**config.mk**
```make
export PLATFORM = sky130hd
export DESIGN_NAME = wildcard_byte_pattern_scan
export DESIGN_NICKNAME = d
export VERILOG_FILES = /design/src/rtl/wbps_pkg.sv /design/src/rtl/wbps_cfg.sv /design/src/rtl/wbps_core.sv /design/src/rtl/wildcard_byte_pattern_scan.sv
export SDC_FILE = /design/constraint.sdc
export NUM_CORES = 2
export LEC_CHECK = 0
export BUFFER_PORTS_ARGS = -buffer_cell sky130_fd_sc_hd__buf_2
export CAP_MARGIN = 20
export CORE_UTILIZATION = 50
export DETAILED_ROUTE_END_ITERATION = 8
export HOLD_SLACK_MARGIN = 0.15
export PLACE_DENSITY = 0.63
export SLEW_MARGIN = 30
export SYNTH_ARGS = -nofsm -noshare
export SYNTH_HDL_FRONTEND = slang
export SYNTH_SLANG_ARGS = --single-unit
```
**constraint.sdc**
```tcl
create_clock -name i_clk -period 18.5 [get_ports i_clk]
set_input_delay 0 -clock i_clk [delete_from_list [all_inputs] [get_ports i_clk]]
set_output_delay 0 -clock i_clk [all_outputs]
set_load 0.01 [all_outputs]
```
**src/rtl/wbps_pkg.sv**
```systemverilog
// Shared types and constants for the wildcard byte pattern scanner.
// Used by wbps_cfg, wbps_core and wildcard_byte_pattern_scan; no dependencies.
`default_nettype none

package wbps_pkg;

    localparam int MAX_PATTERN_BYTES = 32;
    localparam int REG_BYTES         = 32;   // pattern bytes the registers can hold
    localparam int CFG_DATA_W        = 64;
    localparam int CFG_IDX_W         = 3;
    localparam int LEN_W             = 6;    // holds 1..32
    localparam int OFFSET_W          = 32;
    localparam int BYTE_W            = 8;

    typedef enum logic [CFG_IDX_W-1:0] {
        REG_PAT_0_7   = 3'd0,
        REG_PAT_8_15  = 3'd1,
        REG_PAT_16_23 = 3'd2,
        REG_PAT_24_31 = 3'd3,
        REG_WILDCARD  = 3'd4,
        REG_LENGTH    = 3'd5
    } t_reg_idx;

    // One result word from the scan core to the output register
    typedef struct packed {
        logic                valid;
        logic                found;
        logic [OFFSET_W-1:0] offset;
    } t_result;

endpackage

`default_nettype wire

```
**src/rtl/wbps_cfg.sv**
```systemverilog
// Configuration registers and the pattern aligned to the byte window.
// Depends on wbps_pkg.
`default_nettype none

module wbps_cfg #(
    parameter int CAP = wbps_pkg::REG_BYTES
) (
    input  wire logic                             i_clk,
    input  wire logic                             i_rst_n,
    input  wire logic                             i_cfg_we,
    input  wire logic [wbps_pkg::CFG_IDX_W-1:0]   i_cfg_idx,
    input  wire logic [wbps_pkg::CFG_DATA_W-1:0]  i_cfg_data,
    output logic      [wbps_pkg::BYTE_W-1:0]      o_alig [CAP],
    output logic      [CAP-1:0]                   o_care,
    output logic      [wbps_pkg::LEN_W-1:0]       o_len
);

    localparam int PAT_W = wbps_pkg::REG_BYTES * wbps_pkg::BYTE_W;

    logic [PAT_W-1:0]               r_pat;
    logic [wbps_pkg::REG_BYTES-1:0] r_mask;
    logic [wbps_pkg::LEN_W-1:0]     r_len_raw;

    logic [wbps_pkg::LEN_W-1:0]  r_len, n_len;
    logic [wbps_pkg::BYTE_W-1:0] r_alig [CAP];
    logic [wbps_pkg::BYTE_W-1:0] n_alig [CAP];
    logic [CAP-1:0]              r_care, n_care;

    always_ff @(posedge i_clk) begin
        if (!i_rst_n) begin
            r_pat     <= '0;
            r_mask    <= '0;
            r_len_raw <= wbps_pkg::LEN_W'(1);
        end else if (i_cfg_we) begin
            case (wbps_pkg::t_reg_idx'(i_cfg_idx))
                wbps_pkg::REG_PAT_0_7:   r_pat[0*64 +: 64] <= i_cfg_data;
                wbps_pkg::REG_PAT_8_15:  r_pat[1*64 +: 64] <= i_cfg_data;
                wbps_pkg::REG_PAT_16_23: r_pat[2*64 +: 64] <= i_cfg_data;
                wbps_pkg::REG_PAT_24_31: r_pat[3*64 +: 64] <= i_cfg_data;
                wbps_pkg::REG_WILDCARD:  r_mask <= i_cfg_data[wbps_pkg::REG_BYTES-1:0];
                wbps_pkg::REG_LENGTH:    r_len_raw <= i_cfg_data[wbps_pkg::LEN_W-1:0];
                default: ;
            endcase
        end
    end

    // Window entry k (newest at 0) lines up with pattern byte len-1-k.
    always_comb begin
        logic [wbps_pkg::LEN_W-1:0] j;
        if (r_len_raw == '0) begin
            n_len = wbps_pkg::LEN_W'(1);
        end else if (r_len_raw > wbps_pkg::LEN_W'(CAP)) begin
            n_len = wbps_pkg::LEN_W'(CAP);
        end else begin
            n_len = r_len_raw;
        end
        for (int k = 0; k < CAP; k++) begin
            j         = n_len - wbps_pkg::LEN_W'(1) - wbps_pkg::LEN_W'(k);
            n_alig[k] = r_pat[{j[4:0], 3'b000} +: 8];
            n_care[k] = (wbps_pkg::LEN_W'(k) < n_len) && !r_mask[j[4:0]];
        end
    end

    always_ff @(posedge i_clk) begin
        if (!i_rst_n) begin
            r_len  <= wbps_pkg::LEN_W'(1);
            r_care <= CAP'(1);
            for (int k = 0; k < CAP; k++) r_alig[k] <= '0;
        end else begin
            r_len  <= n_len;
            r_care <= n_care;
            for (int k = 0; k < CAP; k++) r_alig[k] <= n_alig[k];
        end
    end

    assign o_alig = r_alig;
    assign o_care = r_care;
    assign o_len  = r_len;

endmodule

`default_nettype wire

```
**src/rtl/wbps_core.sv**
```systemverilog
// Scan state (byte window, byte count, matched flag) and the masked compare.
// Depends on wbps_pkg.
`default_nettype none

module wbps_core #(
    parameter int CAP = wbps_pkg::REG_BYTES
) (
    input  wire logic                         i_clk,
    input  wire logic                         i_rst_n,
    input  wire logic                         i_step,
    input  wire logic [wbps_pkg::BYTE_W-1:0]  i_byte,
    input  wire logic                         i_last,
    input  wire logic [wbps_pkg::BYTE_W-1:0]  i_alig [CAP],
    input  wire logic [CAP-1:0]               i_care,
    input  wire logic [wbps_pkg::LEN_W-1:0]   i_len,
    output wbps_pkg::t_result                 o_res
);

    localparam int OW = wbps_pkg::OFFSET_W;

    logic [wbps_pkg::BYTE_W-1:0] r_win [CAP];
    logic [wbps_pkg::BYTE_W-1:0] n_win [CAP];
    logic [OW-1:0]               r_seen, n_seen, seen_inc;
    logic                        r_matched, n_matched;
    logic                        hit;
    wbps_pkg::t_result           res;

    always_comb begin
        n_win[0] = i_byte;
        for (int k = 1; k < CAP; k++) n_win[k] = r_win[k-1];

        seen_inc = (r_seen == '1) ? r_seen : r_seen + OW'(1);

        hit = (seen_inc >= OW'(i_len));
        for (int k = 0; k < CAP; k++) begin
            if (i_care[k] && (n_win[k] != i_alig[k])) hit = 1'b0;
        end

        res        = '0;
        n_seen     = r_seen;
        n_matched  = r_matched;
        if (!r_matched) begin
            n_seen = seen_inc;
            if (hit) begin
                n_matched  = 1'b1;
                res.valid  = 1'b1;
                res.found  = 1'b1;
                res.offset = seen_inc - OW'(i_len);
            end else if (i_last) begin
                res.valid = 1'b1;
            end
        end
        if (i_last) begin
            n_seen    = '0;
            n_matched = 1'b0;
        end
        if (!i_step) res.valid = 1'b0;
    end

    always_ff @(posedge i_clk) begin
        if (!i_rst_n) begin
            r_seen    <= '0;
            r_matched <= 1'b0;
        end else if (i_step) begin
            r_seen    <= n_seen;
            r_matched <= n_matched;
        end
    end

    // window freezes once matched, until the image ends
    always_ff @(posedge i_clk) begin
        if (i_step && !r_matched) begin
            for (int k = 0; k < CAP; k++) r_win[k] <= n_win[k];
        end
    end

    assign o_res = res;

    a_last_clears: assert property (@(posedge i_clk) disable iff (!i_rst_n)
        i_step && i_last |=> (r_seen == '0) && !r_matched)
        else $error("scan state not cleared after last byte");

    a_quiet_after_match: assert property (@(posedge i_clk) disable iff (!i_rst_n)
        i_step && r_matched |-> !o_res.valid)
        else $error("result produced after match in same image");

    a_match_sets_flag: assert property (@(posedge i_clk) disable iff (!i_rst_n)
        o_res.valid && o_res.found && !i_last |=> r_matched)
        else $error("match reported without setting matched flag");

endmodule

`default_nettype wire

```
**src/rtl/wildcard_byte_pattern_scan.sv**
```systemverilog
// Top level: input word register, scan core, config block, output register.
// Depends on wbps_pkg, wbps_cfg, wbps_core.
//
//  channel | direction | tdata                 | tuser        | tlast
//  s       | in        | [7:0] image_byte      | -            | end_of_image
//  m       | out       | [31:0] match_offset   | [0] found    | -
//  cfg     | in        | 64-bit register write, index 0..5, no read-back
//
// One word per cycle unless stalled: the masked window compare and state update
// run while a word sits in the input register, and any result it yields is
// captured in the output register when the word steps out. The output register
// stalls the input register only while a result is held and m is not ready.
// Reset is synchronous, active low; config regs feed the compare through one
// register stage, so a word compared in the cycle right after a write still
// sees the old values; new values apply from the cycle after that.
`default_nettype none

module wildcard_byte_pattern_scan #(
    parameter int MAX_PATTERN_BYTES = wbps_pkg::MAX_PATTERN_BYTES
) (
    input  wire logic                             i_clk,
    input  wire logic                             i_rst_n,
    input  wire logic                             i_s_tvalid,
    output logic                                  o_s_tready,
    input  wire logic [7:0]                       i_s_tdata,   // [7:0] image_byte
    input  wire logic                             i_s_tlast,   // end_of_image
    output logic                                  o_m_tvalid,
    input  wire logic                             i_m_tready,
    output logic      [31:0]                      o_m_tdata,   // [31:0] match_offset
    output logic                                  o_m_tuser,   // [0] match_found
    input  wire logic                             i_cfg_we,
    input  wire logic [wbps_pkg::CFG_IDX_W-1:0]   i_cfg_idx,
    input  wire logic [wbps_pkg::CFG_DATA_W-1:0]  i_cfg_data
);

    localparam int CAP = (MAX_PATTERN_BYTES < wbps_pkg::REG_BYTES) ?
                         MAX_PATTERN_BYTES : wbps_pkg::REG_BYTES;

    logic                        r_in_valid;
    logic [wbps_pkg::BYTE_W-1:0] r_in_byte;
    logic                        r_in_last;
    logic                        r_out_valid;
    logic                        r_out_found;
    logic [wbps_pkg::OFFSET_W-1:0] r_out_offset;
    logic                        step;

    logic [wbps_pkg::BYTE_W-1:0] alig [CAP];
    logic [CAP-1:0]              care;
    logic [wbps_pkg::LEN_W-1:0]  len;
    wbps_pkg::t_result           res;

    assign step       = r_in_valid && (!r_out_valid || i_m_tready);
    assign o_s_tready = !r_in_valid || step;

    always_ff @(posedge i_clk) begin
        if (!i_rst_n) begin
            r_in_valid <= 1'b0;
        end else if (o_s_tready) begin
            r_in_valid <= i_s_tvalid;
        end
    end

    always_ff @(posedge i_clk) begin
        if (o_s_tready && i_s_tvalid) begin
            r_in_byte <= i_s_tdata;
            r_in_last <= i_s_tlast;
        end
    end

    wbps_cfg #(.CAP(CAP)) u_cfg (
        .i_clk      (i_clk),
        .i_rst_n    (i_rst_n),
        .i_cfg_we   (i_cfg_we),
        .i_cfg_idx  (i_cfg_idx),
        .i_cfg_data (i_cfg_data),
        .o_alig     (alig),
        .o_care     (care),
        .o_len      (len)
    );

    wbps_core #(.CAP(CAP)) u_core (
        .i_clk   (i_clk),
        .i_rst_n (i_rst_n),
        .i_step  (step),
        .i_byte  (r_in_byte),
        .i_last  (r_in_last),
        .i_alig  (alig),
        .i_care  (care),
        .i_len   (len),
        .o_res   (res)
    );

    always_ff @(posedge i_clk) begin
        if (!i_rst_n) begin
            r_out_valid <= 1'b0;
        end else if (res.valid) begin
            r_out_valid <= 1'b1;
        end else if (i_m_tready) begin
            r_out_valid <= 1'b0;
        end
    end

    always_ff @(posedge i_clk) begin
        if (res.valid) begin
            r_out_found  <= res.found;
            r_out_offset <= res.offset;
        end
    end

    assign o_m_tvalid = r_out_valid;
    assign o_m_tuser  = r_out_found;
    assign o_m_tdata  = r_out_offset;

    a_nomatch_zero: assert property (@(posedge i_clk) disable iff (!i_rst_n)
        o_m_tvalid && !o_m_tuser |-> o_m_tdata == '0)
        else $error("no-match result with nonzero offset");

    a_no_overwrite: assert property (@(posedge i_clk) disable iff (!i_rst_n)
        r_out_valid && !i_m_tready |-> !res.valid)
        else $error("held result overwritten");

    a_ready_when_empty: assert property (@(posedge i_clk) disable iff (!i_rst_n)
        !r_out_valid |-> o_s_tready)
        else $error("input stalled with empty output register");

endmodule

`default_nettype wire
```
# Word level (Yosys, flattened, before mapping)
# Memory sizes are Yosys's and may differ from the RTL's.
# Index checks and enable logic that the tools add are counted.
[totals]
register_bits = 665
ram_bits = 256
output_inout_bits = 35
wordCells = 449
mem_count = 1
[memory_table]
columns = ["name", "words", "word_bits", "read_ports", "rd_ports_with_merged_regs", "write_ports", "line", "rtl"]
rows = [
  ["u_core.r_win", 32, 8, 31, 0, 32, "wbps_core.sv:21", "logic [wbps_pkg::BYTE_W-1:0] r_win [CAP];"],
]
[classes]
addsub = 34
magnitude_cmp = 66
eq_ne = 39
n_shift = 32
mux = 113
bitwise_logic = 1
reduce_logical = 115
[ops]
columns = ["cell", "count"]
rows = [
  ["$shiftx A256 B9 Y8", 32],
  ["$ne A8 B8 Y1", 32],
  ["$lt A5 B6 Y1 const B", 32],
  ["$bmux W1 S5", 32],
  ["$lt A5 B6 Y1 const A", 16],
  ["$mux W32", 3],
  ["$sub A5 B5 Y5 const B", 16],
  ["$mux W1", 74],
  ["$logic_and A1 B1 Y1", 67],
  ["$lt A4 B6 Y1 const A", 8],
  ["$sub A5 B4 Y5 const B", 8],
  ["$logic_not A1 Y1", 35],
  ["$mux W34", 1],
  ["$mux W33", 1],
  ["$add A32 B1 Y32 const B", 1],
  ["$eq A32 B32 Y1 const B", 1],
  ["$ge A32 B6 Y1", 1],
  ["$sub A32 B6 Y32", 1],
  ["$lt A3 B6 Y1 const A", 4],
  ["$sub A5 B3 Y5 const B", 4],
  ["$reduce_and A2 Y1", 7],
  ["$lt A1 B6 Y1 const A", 2],
  ["$lt A2 B6 Y1 const A", 2],
  ["$mux W6", 2],
  ["13 further kinds", 18],
]

# Longest topological paths before layout
[logic_depth]
ltp_word = 39
ltp_mapped = 22
mapped_depth_nobuf = 16

# Hierarchy
# A second synthesis with hierarchy kept.
[hier_totals]
hier_cells = 5759
area_unflattened_um2 = 52140.0
[by_module_without_submodules]
columns = ["mod", "instances", "cells_each", "area_per_inst_um2", "seq_area_each_um2"]
rows = [
  ["wbps_cfg", 1, 4610, 36889.1, 11771.3],
  ["wbps_core", 1, 1098, 13885.8, 8107.8],
  ["wildcard_byte_pattern_scan", 1, 51, 1365.1, 1301.2],
]

# Least setup slack after synthesis
# OpenSTA, ideal clock, no wires.
[synth_timing]
kind = "register -> register"
start = "register r_out_valid, in the netlist o_m_tvalid"
end = "register r_out_offset (netlist bit o_m_tdata[0]) (enable)"
t_arrival_ns = 13.933
setup_slack_ns = 4.093
stages_incl_launch_ff = 5
path_buffers = 0
synth_period_minus_slack_ns = 14.407
path_cell_list = "dfxtp_1 -> nor2b_1 -> nand2b_1 -> nor2_1 -> a21boi_0"
[synth_rtl]
columns = ["item", "line", "rtl"]
rows = [
  ["from (decl)", "wildcard_byte_pattern_scan.sv:42", "logic r_out_valid;"],
  ["from (signal assigned)", "wildcard_byte_pattern_scan.sv:95", "r_out_valid <= 1'b0;"],
  ["from (signal assigned)", "wildcard_byte_pattern_scan.sv:97", "r_out_valid <= 1'b1;"],
  ["from (signal assigned)", "wildcard_byte_pattern_scan.sv:99", "r_out_valid <= 1'b0;"],
  ["to (signal assigned)", "wildcard_byte_pattern_scan.sv:106", "r_out_offset <= res.offset;"],
  ["to (decl)", "wildcard_byte_pattern_scan.sv:44", "logic [wbps_pkg::OFFSET_W-1:0] r_out_offset;"],
]

# Final worst setup path
[layout_timing]
start = "register u_cfg.r_len_raw[5] (netlist bit)"
end = "register u_cfg.r_alig (netlist bit u_cfg.o_alig[5])"
[layout_via]
elab_chain_cells = 6
word_cells_on_any_way = 7
[layout_rtl]
columns = ["item", "line", "rtl"]
rows = [
  ["from (decl)", "wbps_cfg.sv:22", "logic [wbps_pkg::LEN_W-1:0] r_len_raw;"],
  ["from (signal assigned)", "wbps_cfg.sv:33", "r_len_raw <= wbps_pkg::LEN_W'(1);"],
  ["from (signal assigned)", "wbps_cfg.sv:41", "wbps_pkg::REG_LENGTH: r_len_raw <= i_cfg_data[wbps_pkg::LEN_W-1:0];"],
  ["$gt A6 B6 Y1", "wbps_cfg.sv:52", "end else if (r_len_raw > wbps_pkg::LEN_W'(CAP)) begin"],
  ["$mux W6", "wbps_cfg.sv:52", ""],
  ["$mux W6 *", "wbps_cfg.sv:50", "if (r_len_raw == '0) begin"],
  ["$sub A5 B1 Y5 *", "wbps_cfg.sv:58", "j = n_len - wbps_pkg::LEN_W'(1) - wbps_pkg::LEN_W'(k);"],
  ["$sub A5 B5 Y5 *", "wbps_cfg.sv:58", ""],
  ["$shiftx A256 B9 Y8 *", "wbps_cfg.sv:59", "n_alig[k] = r_pat[{j[4:0], 3'b000} +: 8];"],
  ["to (decl)", "wbps_cfg.sv:25", "logic [wbps_pkg::BYTE_W-1:0] r_alig [CAP];"],
]
# Every way passes the cells marked *; elsewhere a longest branch is shown, timed or not.
# A chain may end at the register's enable or synchronous reset.

==> impl_metrics.json <==
{
  "p_seq_frac": 0.458,
  "avgSynthCellArea_um2": 9.58,
  "path_common_cell": "buf_4",
  "vdd_drop_max_uv": 95.1,
  "fin_crit_sh": 0.374,
  "maxCapViolCount": 0,
  "hold_viol_final": 0,
  "nNetsFinal": 5236,
  "async_flop_share": 0,
  "tightest_slew_ns": 1.09,
  "die_h_um": 312,
  "layout_commonest_cell": "nand2_1",
  "comb_power_share": 0.109,
  "area_growth_pct": 13.6,
  "clkPwrFrac": 0.433,
  "p_int_mw": 3.49,
  "port_buffers": 115,
  "synth_seq_cells": 913,
  "path_buf_inv": 6,
  "criticalPathCategory": "flop to flop",
  "synth_area_um2": 48100,
  "cp-end-kind": "flop",
  "crit_chain": "clkinv_1 > o21a_4 > inv_8 > ha_1 > clkinv_1 > xnor2_2 > buf_4 > ha_1 > xnor2_4 > buf_4 > a32o_2 > buf_4 > mux2i_1 > nand2_1 > a21oi_1",
  "grt_pass1_wl_mm": 270,
  "path_max_fanout": 64,
  "crit_path_start_kind": "flop",
  "maxSlewViolCount": 0,
  "dr.pass1.iters": 6,
  "fmaxAchievable_mhz": 144,
  "place.gp.congestion": 1.08,
  "setup_viol": 0,
  "postRouteAntennaNets": 0,
  "viasPerCell": 6.10,
  "ys_types": 78,
  "dp_hpwl_mm": 149,
  "power_density_nw_per_um2": 86.8,
  "arrival_ns": 7.54,
  "cts-htree-levels": 3,
  "yosysSeqAreaShare": 0.440,
  "fin_area_um2": 54700,
  "start_util": 0.506,
  "p_switching_mw": 1.26,
  "numCtsBuffers": 97,
  "grt_use_total": 0.392,
  "drive_above_1_share": 0.0840,
  "wl_per_cell_um": 30.1,
  "cts_tree": "done",
  "grt_max_degree": 178,
  "cts_buffer_depth": 3,
  "via_count": 39600,
  "max_slew_margin": 0.253,
  "synthFlopType": "dfxtp_1",
  "period_minus_slack_ns": 6.92,
  "clock_latency_ns": 0.72,
  "drcViolationCount": 0,
  "dpl_cell_area_um2": 49900,
  "leakage_nw": 19.9,
  "first_global_vias": 36500,
  "final_cell_mix": "1151 x nand2_1, 1140 x mux2i_1, 623 x dfxtp_1",
  "synth_nets": 5131,
  "tns_ns": 0,
  "rsz0062_at_grt": "no",
  "cp_top_family": "buffers and inverters",
  "drt-initial-drc-count": 5166,
  "routed_wl_mm": 196,
  "clockRootBuffer": "clkbuf_16",
  "synth-edff-count": 290,
  "ys_warn_count": 0,
  "slowest_stage": "dfxtp_1",
  "die_width_um": 312,
  "die-area_um2": 97500,
  "status": "finished, final reports clean",
  "fp-row-count": 113,
  "clk_pin_slew_ns": 0.06,
  "switching_share": 0.264,
  "clock-sinks": 913,
  "io_pins": 116,
  "coreArea_um2": 95200,
  "required_ns": 19.11,
  "grt-ovfl-total": 0,
  "hold_path_class": "input pin to flop",
  "netlist_instances": 5028,
  "cpPeakStageDelay_ns": 0.73,
  "fin_skew_ns": 0.0329,
  "cts_resized": 0,
  "grt_antenna_before_repair": 8
}
==> power groups by stage <==
| stage | Sequential [mW] | Clock [mW] | Combinational [mW] |
|---|---|---|---|
| floorplan | 2.20 | 0 | 0.310 |
| global placement | 2.22 | 0 | 0.473 |
| detailed placement | 2.22 | 0 | 0.478 |
| CTS | 2.17 | 2.07 | 0.502 |
| global route | 2.18 | 2.15 | 0.538 |
| finish | 2.17 | 2.05 | 0.519 |
==> metal layers <==
metal,track usage,share of wire,vias up
met5,0,0.000046,-
met4,0.245,0.074,2
met3,0.0895,0.098,399
met2,0.558,0.41,2040
met1,0.537,0.42,19200
li1,-,-,17900
==> per-stage QoR <==
| step | total power [mW] | setup slack (ns) | instances | hold WS [ns] | utilization |
|---|---|---|---|---|---|
| floorplan | 2.51 | 4.09 | 5028 | 0.0989 | - |
| global placement | 2.69 | 12.01 | 6155 | 0.177 | 0.523 |
| detailed placement | 2.69 | 11.86 | 6157 | 0.179 | 0.524 |
| CTS | 4.74 | 11.84 | 6480 | 0.154 | 0.574 |
| global route | 4.86 | 11.35 | 6483 | 0.197 | 0.575 |
| finish | 4.75 | 11.58 | 6486 | 0.184 | 0.575 |
==> cell usage after synthesis, types with 24 or more instances <==
library cell  count  area [um2]
nand2_1        1155        4340
mux2i_1        1144       11500
dfxtp_1         623       12500
a21oi_1         568        2840
xnor2_1         306        2680
edfxtp_1        290        8710
clkbuf_1        204         766
nor2_1          113         424
nand4_1          90         563
buf_1            61         229
o21ai_0          51         255
buf_2            44         220
nand3_1          27         135
nor3_1           26         130
inv_1            24        90.1
==> worst min-delay path: stages <==
cell and delay, ns:
dlygate4sd3_1 0.51, buf_2 0.10, nor2b_1 0.08, nor2_1 0.09, a21oi_1 0.07
==> logic make-up (layout without fill, tap and decap cells) <==
logic type | Yosys count | after routing | share of synthesized area
buffers and inverters | 353 | 542 | 0.0300
xor gates and xnor gates | 329 | 329 | 0.0603
adders and majority gates | 22 | 22 | 0.00587
other | 0 | 4 | 0
muxes | 1162 | 1162 | 0.246
and+or+nand+nor | 1519 | 1519 | 0.134
AOI/OAI and AO/OA | 730 | 730 | 0.0845
DFF | 913 | 913 | 0.440
==> sequential cells by signal, indices dropped and copies added (netlist names), 8 cells and up <==
signal,count
u_cfg.o_alig,256
r_in_byte,8
u_cfg.o_care,32
u_cfg.r_mask,32
u_core.r_seen,32
u_cfg.r_pat,256
u_core.r_win,248
o_m_tdata,32
==> worst paths after layout <==
| check | startpoint | to | slack (ns) | cells after the start |
|---|---|---|---|---|
| min reg2reg | u_core.r_win[0][20]$_DFFE_PP_ | u_core.r_win[0][28]$_DFFE_PP_ | 0.45 | 0 |
| max reg2reg | u_cfg.r_len_raw[5]$_SDFFE_PN0P_ | u_cfg.o_alig[5]$_SDFF_PN0_ | 11.58 | 15 |
| min | i_m_tready | o_m_tvalid$_SDFFE_PN0P_ | 0.18 | 5 |
| max | u_cfg.r_len_raw[5]$_SDFFE_PN0P_ | u_cfg.o_alig[5]$_SDFF_PN0_ | 11.58 | 15 |
==> layout make-up <==
class / count / area (um2)
fillers: 8349 / 40500
multi-input cells: 3762 / 25800
flip-flops and latches: 913 / 21200
clock buffers: 137 / 2720
repair buffers: 330 / 2650
well taps: 1265 / 1580
clock inverters: 46 / 608
inverters: 29 / 129
diodes: 4 / 10.0
==> timing repair <==
| item | 4_1_cts | 5_1_grt |
|---|---|---|
| hold buffers | 140 | 0 |
| endpoints found under the hold margin | 329 | 0 |
| setup buffers | 0 | 0 |
(Power assumes the default switching activity.)
